### config.mk
export PLATFORM = sky130hd
export DESIGN_NAME = accent_folding_substring_matcher_unit
export DESIGN_NICKNAME = d
export VERILOG_FILES = /design/src/rtl/core/afsm_pkg.sv /design/src/rtl/core/afsm_front.sv /design/src/rtl/core/afsm_queue.sv /design/src/rtl/core/afsm_back.sv /design/src/rtl/core/accent_folding_substring_matcher_unit.sv
export VERILOG_INCLUDE_DIRS = /design/src /design/src/rtl/core
export SDC_FILE = /design/constraint.sdc
export NUM_CORES = 1
export LEC_CHECK = 0
export BUFFER_PORTS_ARGS = -buffer_cell sky130_fd_sc_hd__buf_4
export CAP_MARGIN = 40
export CORE_UTILIZATION = 27
export DETAILED_ROUTE_END_ITERATION = 10
export HOLD_SLACK_MARGIN = 0.08
export MAX_ROUTING_LAYER = met4
export PLACE_DENSITY = 0.51
export SLEW_MARGIN = 15
export SYNTH_ARGS = -nofsm -noshare
export SYNTH_HDL_FRONTEND = slang
export SYNTH_SLANG_ARGS = --single-unit
### constraint.sdc
create_clock -name clk -period 7.14 [get_ports clk]
set_input_delay 0.714 -clock clk [delete_from_list [all_inputs] [get_ports clk]]
set_output_delay 0.714 -clock clk [all_outputs]
set_load 0.005 [all_outputs]
### src/rtl/core/accent_folding_substring_matcher_unit_assert.svh
// Assertion macros for the accent-folding substring matcher.
// Used by the top level; expects clk and rst_n in the including scope.
`ifndef ACCENT_FOLDING_SUBSTRING_MATCHER_UNIT_ASSERT_SVH
`define ACCENT_FOLDING_SUBSTRING_MATCHER_UNIT_ASSERT_SVH

// The consequent must hold in the same cycle as the antecedent.
`define AFSM_ASSERT_NOW(name, ante, cons) \
    name: assert property (@(posedge clk) disable iff (!rst_n) (ante) |-> (cons)) \
        else $error("afsm assertion failed");

// The consequent must hold in the cycle after the antecedent.
`define AFSM_ASSERT_NEXT(name, ante, cons) \
    name: assert property (@(posedge clk) disable iff (!rst_n) (ante) |=> (cons)) \
        else $error("afsm assertion failed");

`endif

### src/rtl/core/afsm_pkg.sv
// Shared types, constants and the byte folding function of the matcher.
// No dependencies; every module of the block imports it.
`timescale 1ns / 1ps

package afsm_pkg;

    localparam int PATTERN_MAX_DEFAULT   = 8;
    localparam int POSITION_BITS_DEFAULT = 16;

    localparam int PATTERN_BYTES_W = 64;
    localparam int LEN_REG_W       = 4;
    localparam int CFG_INDEX_W     = 1;
    localparam int POS_OUT_W       = 16;
    localparam int COUNT_W         = 16;
    localparam int QUEUE_DEPTH     = 4;

    localparam logic [CFG_INDEX_W-1:0] REG_PATTERN_BYTES  = 1'b0;
    localparam logic [CFG_INDEX_W-1:0] REG_PATTERN_LENGTH = 1'b1;

    localparam logic KIND_MATCH = 1'b0;
    localparam logic KIND_COUNT = 1'b1;

    localparam logic [7:0] BYTE_LEAD = 8'hC3;

    // One queue entry carries every result of one accepted byte.
    typedef struct packed {
        logic                 hit;
        logic                 eot;
        logic [POS_OUT_W-1:0] start_pos;
        logic [POS_OUT_W-1:0] end_pos;
        logic [COUNT_W-1:0]   count;
    } entry_t;

    typedef struct packed {
        logic full;
        logic empty;
    } queue_status_t;

    function automatic logic [7:0] fold_byte(input logic [7:0] b);
        logic [7:0] r;
        case (b) inside
            8'hA1, 8'hA3: r = 8'h61;
            8'hA9:        r = 8'h65;
            8'hAD:        r = 8'h69;
            8'hB3:        r = 8'h6F;
            8'hBA:        r = 8'h75;
            8'hA7:        r = 8'h63;
            default:      r = b;
        endcase
        return r;
    endfunction

endpackage

### src/rtl/core/afsm_front.sv
// Front end: configuration registers, byte folding, window, counters and match test.
// Depends on afsm_pkg; pushes one entry per byte that causes any result.
`timescale 1ns / 1ps

module afsm_front #(
    parameter int PATTERN_MAX   = afsm_pkg::PATTERN_MAX_DEFAULT,
    parameter int POSITION_BITS = afsm_pkg::POSITION_BITS_DEFAULT
) (
    input  logic                                 clk,
    input  logic                                 rst_n,
    input  logic                                 cfg_write_en,
    input  logic [afsm_pkg::CFG_INDEX_W-1:0]     cfg_index,
    input  logic [afsm_pkg::PATTERN_BYTES_W-1:0] cfg_data,
    input  logic                                 accept,
    input  logic [7:0]                           text_byte,
    input  logic                                 end_of_text,
    output logic                                 push,
    output afsm_pkg::entry_t                     push_entry
);
    import afsm_pkg::*;

    localparam int LEN_W = $clog2(PATTERN_MAX + 1);
    localparam int IDX_W = (PATTERN_MAX > 1) ? $clog2(PATTERN_MAX) : 1;

    logic [PATTERN_BYTES_W-1:0] pattern_bytes_reg;
    logic [LEN_REG_W-1:0]       pattern_length_reg;
    logic [7:0]                 window_reg [PATTERN_MAX];
    logic [7:0]                 window_next [PATTERN_MAX];
    logic [7:0]                 shifted [PATTERN_MAX];
    logic [POSITION_BITS-1:0]   pos_reg, pos_next, pos_inc;
    logic [LEN_W-1:0]           gap_reg, gap_next, gap_inc;
    logic [COUNT_W-1:0]         count_reg, count_next, count_hit;
    logic [LEN_W-1:0]           eff_len, len_m1;
    logic [PATTERN_MAX-1:0]     hit_by_len;
    logic                       keep, hit;
    logic [POS_OUT_W-1:0]       end16;

    always_ff @(posedge clk or negedge rst_n) begin
        if (!rst_n)
        begin
            pattern_bytes_reg  <= '0;
            pattern_length_reg <= LEN_REG_W'(1);
        end
        else if (cfg_write_en)
        begin
            case (cfg_index)
                REG_PATTERN_BYTES:  pattern_bytes_reg  <= cfg_data;
                REG_PATTERN_LENGTH: pattern_length_reg <= cfg_data[LEN_REG_W-1:0];
                default:            pattern_bytes_reg  <= pattern_bytes_reg;
            endcase
        end
    end

    always_comb begin
        if (pattern_length_reg == '0)
        begin
            eff_len = LEN_W'(1);
        end
        else if (pattern_length_reg > LEN_REG_W'(PATTERN_MAX))
        begin
            eff_len = LEN_W'(PATTERN_MAX);
        end
        else
        begin
            eff_len = LEN_W'(pattern_length_reg);
        end
        len_m1 = eff_len - LEN_W'(1);
    end

    assign keep = (text_byte != BYTE_LEAD);

    always_comb begin
        shifted[0] = fold_byte(text_byte);
        for (int i = 1; i < PATTERN_MAX; i++)
        begin
            shifted[i] = window_reg[i-1];
        end
    end

    // One candidate result per possible pattern length, each with fixed taps;
    // the active length then selects among them.
    always_comb begin
        for (int l = 0; l < PATTERN_MAX; l++)
        begin
            hit_by_len[l] = 1'b1;
            for (int i = 0; i <= l; i++)
            begin
                if (shifted[l-i] != pattern_bytes_reg[8*i +: 8])
                begin
                    hit_by_len[l] = 1'b0;
                end
            end
        end
    end

    assign pos_inc = (pos_reg != '1) ? pos_reg + POSITION_BITS'(1) : pos_reg;
    assign gap_inc = (gap_reg < LEN_W'(PATTERN_MAX)) ? gap_reg + LEN_W'(1) : gap_reg;
    assign hit     = keep && (gap_inc >= eff_len) && hit_by_len[IDX_W'(len_m1)];
    assign count_hit = (hit && count_reg != '1) ? count_reg + COUNT_W'(1) : count_reg;

    always_comb begin
        window_next = window_reg;
        pos_next    = pos_reg;
        gap_next    = gap_reg;
        count_next  = count_hit;
        if (keep)
        begin
            window_next = shifted;
            pos_next    = pos_inc;
            gap_next    = hit ? '0 : gap_inc;
        end
        if (end_of_text)
        begin
            for (int i = 0; i < PATTERN_MAX; i++)
            begin
                window_next[i] = '0;
            end
            pos_next   = '0;
            gap_next   = '0;
            count_next = '0;
        end
    end

    always_ff @(posedge clk or negedge rst_n) begin
        if (!rst_n)
        begin
            for (int i = 0; i < PATTERN_MAX; i++)
            begin
                window_reg[i] <= '0;
            end
            pos_reg   <= '0;
            gap_reg   <= '0;
            count_reg <= '0;
        end
        else if (accept)
        begin
            window_reg <= window_next;
            pos_reg    <= pos_next;
            gap_reg    <= gap_next;
            count_reg  <= count_next;
        end
    end

    assign end16 = POS_OUT_W'(pos_inc);

    always_comb begin
        push                 = accept && (hit || end_of_text);
        push_entry.hit       = hit;
        push_entry.eot       = end_of_text;
        push_entry.end_pos   = end16;
        push_entry.start_pos = end16 - POS_OUT_W'(len_m1);
        push_entry.count     = count_hit;
    end

endmodule

### src/rtl/core/afsm_queue.sv
// Short queue between the front and back ends of the matcher.
// Depends on afsm_pkg for the entry and status types.
`timescale 1ns / 1ps

module afsm_queue #(
    parameter int DEPTH = afsm_pkg::QUEUE_DEPTH
) (
    input  logic                   clk,
    input  logic                   rst_n,
    input  logic                   push,
    input  afsm_pkg::entry_t       push_entry,
    input  logic                   pop,
    output afsm_pkg::entry_t       head,
    output afsm_pkg::queue_status_t status
);
    import afsm_pkg::*;

    localparam int PTR_W = (DEPTH > 1) ? $clog2(DEPTH) : 1;
    localparam int LVL_W = $clog2(DEPTH + 1);

    entry_t             mem_reg [DEPTH];
    logic [PTR_W-1:0]   wr_ptr_reg, rd_ptr_reg;
    logic [LVL_W-1:0]   level_reg, level_next;

    always_ff @(posedge clk) begin
        if (push)
        begin
            mem_reg[wr_ptr_reg] <= push_entry;
        end
    end

    always_comb begin
        level_next = level_reg;
        if (push && !pop)
        begin
            level_next = level_reg + LVL_W'(1);
        end
        else if (pop && !push)
        begin
            level_next = level_reg - LVL_W'(1);
        end
    end

    always_ff @(posedge clk or negedge rst_n) begin
        if (!rst_n)
        begin
            wr_ptr_reg <= '0;
            rd_ptr_reg <= '0;
            level_reg  <= '0;
        end
        else
        begin
            if (push)
            begin
                wr_ptr_reg <= (wr_ptr_reg == PTR_W'(DEPTH - 1)) ? '0 : wr_ptr_reg + PTR_W'(1);
            end
            if (pop)
            begin
                rd_ptr_reg <= (rd_ptr_reg == PTR_W'(DEPTH - 1)) ? '0 : rd_ptr_reg + PTR_W'(1);
            end
            level_reg <= level_next;
        end
    end

    assign head         = mem_reg[rd_ptr_reg];
    assign status.full  = (level_reg == LVL_W'(DEPTH));
    assign status.empty = (level_reg == '0);

endmodule

### src/rtl/core/afsm_back.sv
// Back end: turns queue entries into result transactions in an output register.
// Depends on afsm_pkg; an entry with a match and an end of text gives two results.
`timescale 1ns / 1ps

module afsm_back (
    input  logic                           clk,
    input  logic                           rst_n,
    input  afsm_pkg::entry_t               head,
    input  afsm_pkg::queue_status_t        status,
    output logic                           pop,
    output logic                           out_valid,
    input  logic                           out_ready,
    output logic                           kind,
    output logic [afsm_pkg::POS_OUT_W-1:0] start_position,
    output logic [afsm_pkg::POS_OUT_W-1:0] end_position,
    output logic [afsm_pkg::COUNT_W-1:0]   match_count,
    output logic                           last
);
    import afsm_pkg::*;

    logic                 valid_reg;
    logic                 second_reg, second_next;
    logic                 kind_reg, last_reg;
    logic [POS_OUT_W-1:0] start_reg, end_reg;
    logic [COUNT_W-1:0]   count_reg;
    logic                 load, emit_match;

    assign load       = (!valid_reg || out_ready) && !status.empty;
    // The match result of an entry always goes out before its count result.
    assign emit_match = head.hit && !second_reg;

    always_comb begin
        pop         = 1'b0;
        second_next = second_reg;
        if (load)
        begin
            if (emit_match && head.eot)
            begin
                second_next = 1'b1;
            end
            else
            begin
                pop         = 1'b1;
                second_next = 1'b0;
            end
        end
    end

    always_ff @(posedge clk or negedge rst_n) begin
        if (!rst_n)
        begin
            valid_reg  <= 1'b0;
            second_reg <= 1'b0;
        end
        else
        begin
            if (load)
            begin
                valid_reg <= 1'b1;
            end
            else if (out_ready)
            begin
                valid_reg <= 1'b0;
            end
            second_reg <= second_next;
        end
    end

    always_ff @(posedge clk) begin
        if (load)
        begin
            if (emit_match)
            begin
                kind_reg  <= KIND_MATCH;
                start_reg <= head.start_pos;
                end_reg   <= head.end_pos;
                count_reg <= '0;
                last_reg  <= !head.eot;
            end
            else
            begin
                kind_reg  <= KIND_COUNT;
                start_reg <= '0;
                end_reg   <= '0;
                count_reg <= head.count;
                last_reg  <= 1'b1;
            end
        end
    end

    assign out_valid      = valid_reg;
    assign kind           = kind_reg;
    assign start_position = start_reg;
    assign end_position   = end_reg;
    assign match_count    = count_reg;
    assign last           = last_reg;

endmodule

### src/rtl/core/accent_folding_substring_matcher_unit.sv
// The matcher takes one text byte per clock cycle while its internal queue has room,
// and delivers one result per cycle while the consumer is ready. Each byte is folded,
// shifted into the window and compared against the pattern in the cycle it is
// accepted. A byte that both completes a match and ends the text yields two
// results, so the back end sends two transactions for it; the four-entry queue between
// the front and back ends absorbs that and short output stalls. Configuration
// writes take effect on the next accepted byte.
`timescale 1ns / 1ps
`include "accent_folding_substring_matcher_unit_assert.svh"

module accent_folding_substring_matcher_unit #(
    parameter int PATTERN_MAX   = afsm_pkg::PATTERN_MAX_DEFAULT,
    parameter int POSITION_BITS = afsm_pkg::POSITION_BITS_DEFAULT
) (
    input  logic                                 clk,
    input  logic                                 rst_n,
    input  logic                                 cfg_write_en,
    input  logic [afsm_pkg::CFG_INDEX_W-1:0]     cfg_index,
    input  logic [afsm_pkg::PATTERN_BYTES_W-1:0] cfg_data,
    input  logic                                 in_valid,
    output logic                                 in_ready,
    input  logic [7:0]                           text_byte,
    input  logic                                 end_of_text,
    output logic                                 out_valid,
    input  logic                                 out_ready,
    output logic                                 kind,
    output logic [afsm_pkg::POS_OUT_W-1:0]       start_position,
    output logic [afsm_pkg::POS_OUT_W-1:0]       end_position,
    output logic [afsm_pkg::COUNT_W-1:0]         match_count,
    output logic                                 last
);
    import afsm_pkg::*;

    logic          accept;
    logic          push, pop;
    entry_t        push_entry, head;
    queue_status_t q_status;

    assign in_ready = !q_status.full;
    assign accept   = in_valid && in_ready;

    afsm_front #(
        .PATTERN_MAX   (PATTERN_MAX),
        .POSITION_BITS (POSITION_BITS)
    ) u_front (
        .clk          (clk),
        .rst_n        (rst_n),
        .cfg_write_en (cfg_write_en),
        .cfg_index    (cfg_index),
        .cfg_data     (cfg_data),
        .accept       (accept),
        .text_byte    (text_byte),
        .end_of_text  (end_of_text),
        .push         (push),
        .push_entry   (push_entry)
    );

    afsm_queue #(
        .DEPTH (QUEUE_DEPTH)
    ) u_queue (
        .clk        (clk),
        .rst_n      (rst_n),
        .push       (push),
        .push_entry (push_entry),
        .pop        (pop),
        .head       (head),
        .status     (q_status)
    );

    afsm_back u_back (
        .clk            (clk),
        .rst_n          (rst_n),
        .head           (head),
        .status         (q_status),
        .pop            (pop),
        .out_valid      (out_valid),
        .out_ready      (out_ready),
        .kind           (kind),
        .start_position (start_position),
        .end_position   (end_position),
        .match_count    (match_count),
        .last           (last)
    );

    `AFSM_ASSERT_NOW(a_count_is_last, out_valid && kind == KIND_COUNT, last)
    `AFSM_ASSERT_NOW(a_count_no_pos, out_valid && kind == KIND_COUNT,
                     start_position == '0 && end_position == '0)
    `AFSM_ASSERT_NOW(a_match_no_count, out_valid && kind == KIND_MATCH, match_count == '0)
    `AFSM_ASSERT_NOW(a_pop_needs_entry, pop, !q_status.empty)
    `AFSM_ASSERT_NEXT(a_out_hold, out_valid && !out_ready,
                      out_valid && $stable(kind) && $stable(start_position) &&
                      $stable(end_position) && $stable(match_count) && $stable(last))

endmodule

==> impl_results.md, run 1 <==
* Status: completed
* Max rail drop VDD at 0.0002016 V
* Area grow syn2layout at 17.16%
* First-pass DRT Iterations at 5
* Largest net degree at the start of global routing at 65
* Yosys reg bits at 419
* GRT overflow at 0
* Vias at 14153
* Layout cells sized above 1 at 0.2100
* Post-synth EDFFs at 250
* Initial DRC count at 1110
* Synth top area share at 0.3508
* Core box area at 77980 µm²
* Final Slew Violations at 0
* CTS Sinks at 419
* Worst-Skew Late Latency at 0.62 ns
* Mapped Nets at 1807
* Final Hold Fails at 0
* Setup crit start kind: flip-flop
* First-pass GRT wire length at 97.02 mm
* Drt wl/cell at 22.74 µm
* # DRC at 0
* Slew headroom at 0.4426
* Critical path peak fanout at 27
* HPWL after detailed placement at 45.53 mm
* Tmin final at 5.696 ns
* Yosys cell types at 79
* Post-cts resize count at 0
* Mean post-synth cell area at 12.53 µm²
* Hold Crit Class: input pin to asynchronous set/reset pin
* Arrival @ worst endpoint at 6.00 ns
* RSZ-0062 raised after global routing: no
* Die ar. at 80390 µm²
* Die X-Extent at 283.5 µm
* Worst-path clk slew at 0.06 ns
* Critical Path End Type: flip-flop
* Clock Path Buffers at 3
* Post-synthesis sequential area ratio at 0.5485
* Die Height at 283.5 µm
* Fillcell total at 7791
* Overall routed net length at 64.47 mm
* CTS Root Cell: clkbuf_16
* PD cells at 349.9 nW/µm²
* Fmax at 0.1756 GHz
* Synth area leaders: edfxtp_1, dfrtp_1, xnor2_1
* Initial antenna violation count at 0
* CTS Buf Count at 49
* Flip-flop count of the largest register after layout at 200
* Predominant post-synthesis flop cell: edfxtp_1
* Final setup fails at 0
* Vias per Instance at 4.992
* GPL Wtd Cong at 0.9438
* Yosys top cell by area: edfxtp_1
* CTS H-tree depth at 2
* All-Layer GR Usage at 0.1637
* CTS tree: yes
* NumNets Final at 1853
* Hold-fix buffers, CTS at 0
* N_diodes at 0
* Initial Util at 0.2744
* Leakage at 9.201 nW
* Vias in the first global route at 14540
* Yosys warning total at 0
* Mapped Cells at 1708
* Setup TNS Final at 0 ns
* Fin crit share at 0.7978
* Critical setup path kind: flip-flop to flip-flop
* Async S/R FF share, synth at 0.4033
* WP data required at 7.44 ns
* Worst slew pin tran at 0.8285 ns
* Setup bufs post-CTS at 0
* Max Cap Viol at 0
* Ports at 131
* Total chip power at 0.008773 W
* Std-Cell Rows at 102
* Mapped cell area at 21400 µm²
* Final ANT Viol Nets at 0
* Skew final at 0.03133 ns
* PortBufs at 130
[metal layers]
layer	part of all wire	vias up	global-route usage
li1	-	6365	-
met1	0.43	7203	0.2083
met2	0.48	460	0.2639
met3	0.056	125	0.02789
met4	0.032	0	0.05378
met5	0	-	-
[worst paths after layout]
path	from	end	slack, ns	cells after the start
hold reg to reg	u_front.pos_reg[9]	u_front.pos_reg[9]	0.53	2
setup reg to reg	u_front.pattern_length_reg[0]	u_queue.mem_reg[2][17]	1.44	16
min in group clk	out_ready	u_back.out_valid	0.31	2
setup / recovery	u_front.pattern_length_reg[0]	u_queue.mem_reg[2][17]	1.44	16
hold / removal	rst_n	u_front.pattern_bytes_reg[40]	0.09	1
max in group asynchronous	rst_n	u_front.pattern_length_reg[1]	5.90	2
[through the flow]
step	setup WS [ns]	instance area [µm²]	util	instances	hold slack (ns)
after floorplan	2.117	21400	-	1708	0.4184
after CTS	1.296	25020	0.3208	2833	0.09261
after global routing	0.9608	25070	0.3215	2835	0.1313
after global placement	1.396	23240	0.2980	2738	0.4844
after detailed placement	1.304	23270	0.2985	2741	0.5019
final	1.444	25070	0.3215	2835	0.08777
[cells in the mapped netlist, types with 5 or more instances]
library cell  number
inv_1             51
edfxtp_1         250
nor2_1            42
a21oi_1           18
nand3_1           27
o22ai_1            6
xor2_1            94
a211oi_1           5
or3_1              7
o311ai_0           5
nor4_1            42
o21ai_0           50
nor2b_1            6
buf_2              9
clkbuf_1         103
nand2b_1          12
o221ai_1           7
a22o_1            60
nand4_1           62
and3_1            44
mux2i_1            8
dfrtp_1          168
and2_1            25
mux4_2            50
buf_1             43
nor3_1            17
nand2_1           81
ha_1              18
xnor2_1          212
a221oi_1           5
o2111ai_1          5
a31oi_1            6
or4_1             10
mux2_2            68
[worst max-delay path, stage by stage, from the launching register on]
cell and delay (ns):
dfstp_2 0.52, o21ba_2 0.17, nor2_1 0.49, inv_1 0.23
ha_1 0.47, inv_1 0.21, o211a_1 0.18, o2111ai_1 0.10
or4_1 0.52, nor4_1 0.20, a31o_2 0.21, nor4_2 0.09
or2_1 0.25, buf_4 0.21, a21oi_1 0.44, and2_2 0.73
buf_4 0.36
[power breakdown]
part	switching (W)	total (W)	internal (W)
combinational	0.00123	0.00236	0.00114
sequential	0.000551	0.00376	0.00321
clock	0.00104	0.00265	0.00161
[cell usage in the layout, fill, tap and decap left out, drive strengths merged, types with 4 or more instances in the layout]
master | Yosys | routed
nor2b | 6 | 6
a21oi | 18 | 18
xnor2 | 212 | 212
clkinv | 0 | 10
nand2b | 12 | 12
nor3 | 17 | 17
nand2 | 81 | 81
ha | 18 | 18
or4 | 10 | 10
buf | 57 | 155
o2111ai | 5 | 5
o22ai | 6 | 6
dfrtp | 168 | 168
xor2 | 94 | 94
mux2i | 8 | 8
a211oi | 5 | 5
o41ai | 4 | 4
and2 | 25 | 25
nor4 | 43 | 43
mux4 | 50 | 50
nor3b | 5 | 5
nand4 | 62 | 62
nor2 | 42 | 42
or2 | 4 | 4
o311ai | 5 | 5
nand3 | 27 | 27
a31oi | 6 | 6
a221oi | 5 | 5
edfxtp | 250 | 250
or3 | 7 | 7
o221ai | 7 | 7
a22o | 60 | 60
o211a | 4 | 4
o21ai | 54 | 54
mux2 | 68 | 68
and3 | 44 | 44
bufinv | 0 | 6
clkbuf | 103 | 73
inv | 51 | 53
[cell type report]
cell class / instances / area [µm²] / share of cell area
sequential: 419 / 11740 / 0.4684
multi-input combinational: 1078 / 8871 / 0.3538
clock buffer: 73 / 1426 / 0.05689
tap: 1040 / 1301 / 0.05190
timing repair buffer: 155 / 1222 / 0.04876
clock inverter: 19 / 316.6 / 0.01263
inverter: 51 / 191.4 / 0.007636
[cells by family after synthesis]
kind of cell	synth area share
muxes	0.09215
DFF	0.5485
AOI/OAI and AO/OA	0.07771
and+or+nand+nor	0.1049
buffers and inverters	0.03894
other	0.0001752
adders and majority gates	0.01240
xor gates and xnor gates	0.1252
Note: power is estimated with default switching activity, not from simulation.
==> inputs of run 2 (changes only) <==
PLACE_DENSITY = 0.52   (was 0.51)
clock period = 4.57 ns   (was 7.14 ns; I/O delays follow)
==> impl_results.md, run 2 (synthesized netlist as in run 1, its figures left out) <==
* Worst-path clk slew at 0.06 ns (about the same)
* CTS Buf Count at 50 (was 49)
* Fmax at 0.2314 GHz (was 0.1756 GHz)
* Initial DRC count at 1094 (was 1110)
* Pre-CTS setup slack at 0.04443 ns (was 1.304 ns)
* Vias in the first global route at 15213 (was 14540)
* Initial Util at 0.2744 (unchanged)
* Worst-Skew Late Latency at 0.62 ns (about the same)
* Fin crit share at 0.9458 (was 0.7978)
* Final Slew Violations at 0 (unchanged)
* Core box area at 77980 µm² (unchanged)
* Crit Reg-Reg Startpoint: u_front.shifted[54] (was u_front.pattern_length_reg[0])
* Vias at 14616 (was 14153)
* Fin Hold WS at 0.1046 ns (was 0.08777 ns)
* Setup slack, reg-to-reg at 0.25 ns (was 1.44 ns)
* Critical Path End Type: flip-flop (unchanged)
* Hold path cells at 2
* # DRC at 0 (unchanged)
* Setup TNS Final at 0 ns (unchanged)
* R2r endpoint: u_queue.level_reg[2] (was u_queue.mem_reg[2][17])
* Critical path peak fanout at 7 (was 27)
* Layout cells sized above 1 at 0.2413 (was 0.2100)
* Worst slew pin tran at 0.8505 ns (was 0.8285 ns)
* Hold Crit Class: input pin to flip-flop (was input pin to asynchronous set/reset pin)
* Clock Path Buffers at 3 (unchanged)
* PortBufs at 130 (unchanged)
* Initial antenna violation count at 0 (unchanged)
* Die X-Extent at 283.5 µm (unchanged)
* Final Util at 0.3376 (was 0.3215)
* Commonest cells after routing, fill and taps aside: edfxtp_1, buf_4, xnor2_1, dfrtp_1, xor2_1 (was edfxtp_1, xnor2_1, dfrtp_1, buf_4, xor2_1)
* Status: completed (unchanged)
* Final setup margin at 0.2477 ns (was 1.444 ns)
* Max Cap Viol at 0 (unchanged)
* CTS H-tree depth at 2 (unchanged)
* Skew final at 0.03818 ns (was 0.03133 ns)
* GPL Wtd Cong at 0.9368 (was 0.9438)
* CTS Root Cell: clkbuf_16 (unchanged)
* Cell count after placement at 2824 (was 2741)
* All-Layer GR Usage at 0.1715 (was 0.1637)
* Largest net degree at the start of global routing at 83 (was 65)
* Std-Cell Rows at 102 (unchanged)
* Tmin final at 4.322 ns (was 5.696 ns)
* Setup bufs post-CTS at 0 (unchanged)
* Die Height at 283.5 µm (unchanged)
* WHS Endpoint: u_front.pattern_bytes_reg[0]
* Cells on worst reg2reg path at 16 (unchanged)
* Drt wl/cell at 22.66 µm (was 22.74 µm)
* PD cells at 531.7 nW/µm² (was 349.9 nW/µm²)
* CP Launch Point: u_front.shifted[54] (was u_front.pattern_length_reg[0])
* Commonest non-fill, non-tap cell in the layout: edfxtp_1 (unchanged)
* Leakage at 9.857 nW (was 9.201 nW)
* Vias per Instance at 4.913 (was 4.992)
* N_diodes at 0 (unchanged)
* Final setup fails at 0 (unchanged)
* Flip-flop count of the largest register after layout at 200 (unchanged)
* WP data required at 5.11 ns (was 7.44 ns)
* RSZ-0062 raised after global routing: no (unchanged)
* GRT overflow at 0 (unchanged)
* Area grow syn2layout at 23.03% (was 17.16%)
* Slew headroom at 0.4316 (was 0.4426)
* Max rail drop VDD at 0.0003594 V (was 0.0002016 V)
* CTS Sinks at 419 (unchanged)
* First-pass GRT wire length at 101.5 mm (was 97.02 mm)
* Critical setup path kind: flip-flop to flip-flop (unchanged)
* Hold_sp: cfg_data[0]
* First-pass DRT Iterations at 5 (unchanged)
* Setup crit start kind: flip-flop (unchanged)
* HPWL after detailed placement at 48.46 mm (was 45.53 mm)
* NumNets Final at 1992 (was 1853)
* Ports at 131 (unchanged)
* Final Hold Fails at 0 (unchanged)
* Finished Layout Cells at 2975 (was 2835)
* Overall routed net length at 67.43 mm (was 64.47 mm)
* Final ANT Viol Nets at 0 (unchanged)
* Arrival @ worst endpoint at 4.87 ns (was 6.00 ns)
* CTS tree: yes (unchanged)
* Die ar. at 80390 µm² (unchanged)
run 2: worst max path at each step:
stage	to	slack (ns)	depth (start not counted)
after floorplan	u_queue.level_reg[2]	0.04	20
after global placement	u_queue.level_reg[2]	0.06	17
after detailed placement	u_queue.level_reg[2]	0.04	17
after CTS	u_queue.level_reg[2]	0.15	19
after global routing	u_queue.level_reg[2]	0.03	19
final	u_queue.level_reg[2]	0.25	16
run 2: power by group:
group / switching, W / internal, W
logic: 0.00210 / 0.00195
registers: 0.000738 / 0.00501
clock network: 0.00169 / 0.00251
run 2: what timing repair did:
action | 4_1_cts | 5_1_grt
endpoints found under the hold margin | 135 | 0
endpoints found under the setup margin | 0 | 1
hold buffers | 56 | 0
resized for setup | 0 | 5
run 2: area by class of cell:
| class | instances | area, µm² |
|---|---|---|
| fill | 7686 | 51650 |
| timing repair buffer | 293 | 2434 |
| tap | 1040 | 1301 |
| sequential | 419 | 11740 |
| clock inverter | 30 | 410.4 |
| multi-input combinational | 1078 | 8892 |
| clock buffer | 64 | 1354 |
| inverter | 51 | 191.4 |
run 2: worst max-delay path, cell delays in order, from the launching register on:
cell and delay [ns]:
dfrtp_1 0.68, buf_4 0.25, xnor2_1 0.13, nand4_1 0.15, nor4_1 0.68, o221a_2 0.32, nand4_1 0.09, nor3_1 0.21
o21ai_1 0.09, or2_1 0.28, a21oi_2 0.19, ha_1 0.23, inv_1 0.07, fa_1 0.43, xor2_1 0.17, nor2_1 0.12
xor2_1 0.15
run 2: routing by layer:
layer  vias to the layer above  wire length [µm]  GRT usage
met1                      7488             29670     0.2180
met2                       381             33310     0.2847
met5                         -                 0          -
met3                       102              2693    0.02186
met4                         0              1753    0.05081
li1                       6645                 -          -
run 2: through the flow:
step	total power [W]	instance area, µm²
2_1_floorplan	0.008100	21410
3_5_place_dp	0.009927	23950
5_1_grt	0.01475	26330
4_1_cts	0.01425	26280
6_report	0.01400	26330
3_3_place_gp	0.009876	23940
==> inputs of run 3 (changes only) <==
ABC_AREA = 1   (was not set)
==> impl_results.md, run 3 <==
* Status: completed (unchanged)
* Area grow syn2layout at 20.80% (was 23.03%)
* Layout cells sized above 1 at 0.1292 (was 0.2413)
* Met2 GRT Util at 0.3103 (was 0.2847)
* Post-synthesis sequential area ratio at 0.5441 (was 0.5485)
* Die ar. at 81030 µm² (was 80390 µm²)
* Overall routed net length at 79.50 mm (was 67.43 mm)
* First-pass GRT wire length at 117.5 mm (was 101.5 mm)
* Setup crit start kind: flip-flop (unchanged)
* Commonest cells after routing, fill and taps aside: nand2_1, nor2_1, edfxtp_1, inv_1, buf_4 (was edfxtp_1, buf_4, xnor2_1, dfrtp_1, xor2_1)
* Setup TNS Final at 0 ns (unchanged)
* Top-count cell post-synth: nand2_1 (was edfxtp_1)
* Critical Path End Type: flip-flop (unchanged)
* Async S/R FF share, synth at 0.4033 (unchanged)
* Final Slew Violations at 0 (unchanged)
* WP data required at 4.99 ns (was 5.11 ns)
* CTS H-tree depth at 2 (unchanged)
* Commonest non-fill, non-tap cell in the layout: nand2_1 (was edfxtp_1)
* M1 GR Usage at 0.2576 (was 0.2180)
* Worst slew pin tran at 0.7342 ns (was 0.8505 ns)
* Initial antenna violation count at 0 (unchanged)
* PortBufs at 130 (unchanged)
* Simple-gate area share of the yosys netlist at 0.2242 (was 0.1049)
* GRT overflow at 0 (unchanged)
* Max Cap Viol at 0 (unchanged)
* Leakage at 10.96 nW (was 9.857 nW)
* # DRC at 0 (unchanged)
* Mapped Cells at 2475 (was 1708)
* Slew headroom at 0.5105 (was 0.4316)
* Synth Area in Compound Gates at 0.09633 (was 0.07771)
* Mean post-synth cell area at 8.716 µm² (was 12.53 µm²)
* N_diodes at 0 (unchanged)
* Synth area leaders: edfxtp_1, dfrtp_1, nand2_1 (was edfxtp_1, dfrtp_1, xnor2_1)
* Largest net degree at the start of global routing at 96 (was 83)
* Hold Crit Class: input pin to flip-flop (unchanged)
* Fmax at 0.2417 GHz (was 0.2314 GHz)
* Std-Cell Rows at 103 (was 102)
* GPL Wtd Cong at 1.042 (was 0.9368)
* Post-synthesis mux area share at 0.004698 (was 0.09215)
* Critical setup path kind: flip-flop to flip-flop (unchanged)
* Clock Path Buffers at 3 (unchanged)
* Post-synth top cells: nand2_1, nor2_1, edfxtp_1 (was edfxtp_1, xnor2_1, dfrtp_1)
* Max rail drop VDD at 0.0003463 V (was 0.0003594 V)
* CTS Root Cell: clkbuf_16 (unchanged)
* CTS Sinks at 419 (unchanged)
* Flip-flop count of the largest register after layout at 200 (unchanged)
* Critical path peak fanout at 5 (was 7)
* Tmin final at 4.137 ns (was 4.322 ns)
* Core box area at 79000 µm² (was 77980 µm²)
* Die Height at 284.7 µm (was 283.5 µm)
* Mapped cell area at 21570 µm² (was 21400 µm²)
* Worst-Skew Late Latency at 0.62 ns (about the same)
* Ports at 131 (unchanged)
* Largest family of logic cells by synthesized area: simple AND/OR/NAND/NOR gates (was XOR/XNOR gates)
* Setup bufs post-CTS at 0 (unchanged)
* Final Util at 0.3299 (was 0.3376)
* Met3 GRT Util at 0.02921 (was 0.02186)
* Initial DRC count at 1588 (was 1094)
* Yosys cell types at 44 (was 79)
* Synth top area share at 0.3480 (was 0.3508)
* HPWL after detailed placement at 57.42 mm (was 48.46 mm)
* NumNets Final at 2737 (was 1992)
* CTS Buf Count at 49 (was 50)
* Initial Util at 0.2731 (was 0.2744)
* Xor-xnor portion of the synthesized cell area at 0.05359 (was 0.1252)
* Vias in the first global route at 17603 (was 15213)
* Arrival @ worst endpoint at 4.56 ns (was 4.87 ns)
* Vias per Instance at 4.836 (was 4.913)
* Post-synth EDFFs at 250 (unchanged)
* Yosys warning total at 0 (unchanged)
* Fin crit share at 0.9052 (was 0.9458)
* Mapped Nets at 2574 (was 1807)
* Final ANT Viol Nets at 0 (unchanged)
* PD cells at 576.0 nW/µm² (was 531.7 nW/µm²)
* Predominant post-synthesis flop cell: edfxtp_1 (unchanged)
* Die X-Extent at 284.7 µm (was 283.5 µm)
* Final Hold Fails at 0 (unchanged)
* Drt wl/cell at 21.32 µm (was 22.66 µm)
* First-pass DRT Iterations at 8 (was 5)
* Vias at 18028 (was 14616)
* Worst-path clk slew at 0.06 ns (about the same)
* Synth Area in Adders at 0.01230 (was 0.01240)
* Yosys reg bits at 419 (unchanged)
* CTS tree: yes (unchanged)
* Layer with the highest usage: met2 (unchanged)
* Final setup fails at 0 (unchanged)
* Skew final at 0.03269 ns (was 0.03818 ns)
* RSZ-0062 raised after global routing: no (unchanged)
* Yosys top cell by area: edfxtp_1 (unchanged)
* All-Layer GR Usage at 0.2003 (was 0.1715)
run 3: cell type report:
class / instances / area [µm²]
Clock buffer: 62 / 1315
Clock inverter: 29 / 392.9
Fill cell: 8256 / 52940
Inverter: 236 / 887.1
Multi-Input combinational cell: 1702 / 8508
Sequential cell: 419 / 11740
Tap cell: 1050 / 1314
Timing Repair Buffer: 230 / 1906
run 3: worst paths after layout:
path / start / endpoint / slack [ns] / cells after the start
max in group asynchronous: rst_n / u_front.pos_reg[3] / 3.17 / 3
min: cfg_data[14] / u_front.pattern_bytes_reg[14] / 0.11 / 3
max reg2reg: u_front.pos_reg[0] / u_queue.mem_reg[3][43] / 0.43 / 21
min in group asynchronous: rst_n / u_front.pattern_bytes_reg[39] / 0.43 / 2
min reg2reg: u_front.count_reg[3] / u_front.count_reg[3] / 0.48 / 2
max: u_front.pos_reg[0] / u_queue.mem_reg[3][43] / 0.43 / 21
run 3: kinds of logic (layout without fill, tap and decap cells):
logic type                 after synthesis  count (layout)
xor gates and xnor gates               132             132
adders and majority gates               20              20
AOI/OAI and AO/OA                      388             388
other                                    1               1
DFF                                    419             419
buffers and inverters                  354             557
muxes                                    9               9
and+or+nand+nor                       1152            1152
run 3: routing by layer:
layer | routed length, µm | vias up | part of all wire
li1 | - | 8516 | -
met4 | 4036 | 0 | 0.051
met1 | 34250 | 8628 | 0.43
met2 | 36120 | 694 | 0.45
met5 | 0 | - | 0
met3 | 5088 | 190 | 0.064
run 3: timing repair:
item,CTS,global route
endpoints found under the hold margin,89,0
setup endpoints to repair,0,12
hold buffers,16,0
resized for setup,0,2
run 3: power by group:
part           internal, W  switching (W)
Clock              0.00246        0.00167
Sequential         0.00526       0.000547
Combinational      0.00171        0.00337
Total              0.00943        0.00558
run 3: stage by stage:
| stage | std cells | setup slack, ns | hold slack, ns | cell area [µm²] | total power [W] |
|---|---|---|---|---|---|
| floorplan | 2475 | -0.05442 | 0.1614 | 21570 | 0.008754 |
| global placement | 3618 | 0.1727 | 0.4634 | 24120 | 0.01093 |
| detailed placement | 3620 | 0.1787 | 0.4702 | 24160 | 0.01095 |
| CTS | 3727 | 0.1623 | 0.08075 | 26020 | 0.01513 |
| global route | 3728 | 0.01027 | 0.09682 | 26060 | 0.01591 |
| finish | 3728 | 0.4333 | 0.1078 | 26060 | 0.01501 |
run 3: critical path: stages, from the launching register on:
cell      delay (ns)
dfrtp_1         0.40
ha_1            0.19
nand3_1         0.14
nor2_1          0.22
inv_1           0.12
nor2_1          0.19
nand2_1         0.15
nand2_1         0.11
xor2_1          0.18
inv_1           0.12
ha_1            0.34
nand2_1         0.09
nor2_1          0.04
a211oi_1        0.27
nor2_1          0.09
nor3_2          0.26
nand3_1         0.17
nor2_1          0.12
nand2_1         0.10
nor3_2          0.25
buf_4           0.16
xor2_1          0.25
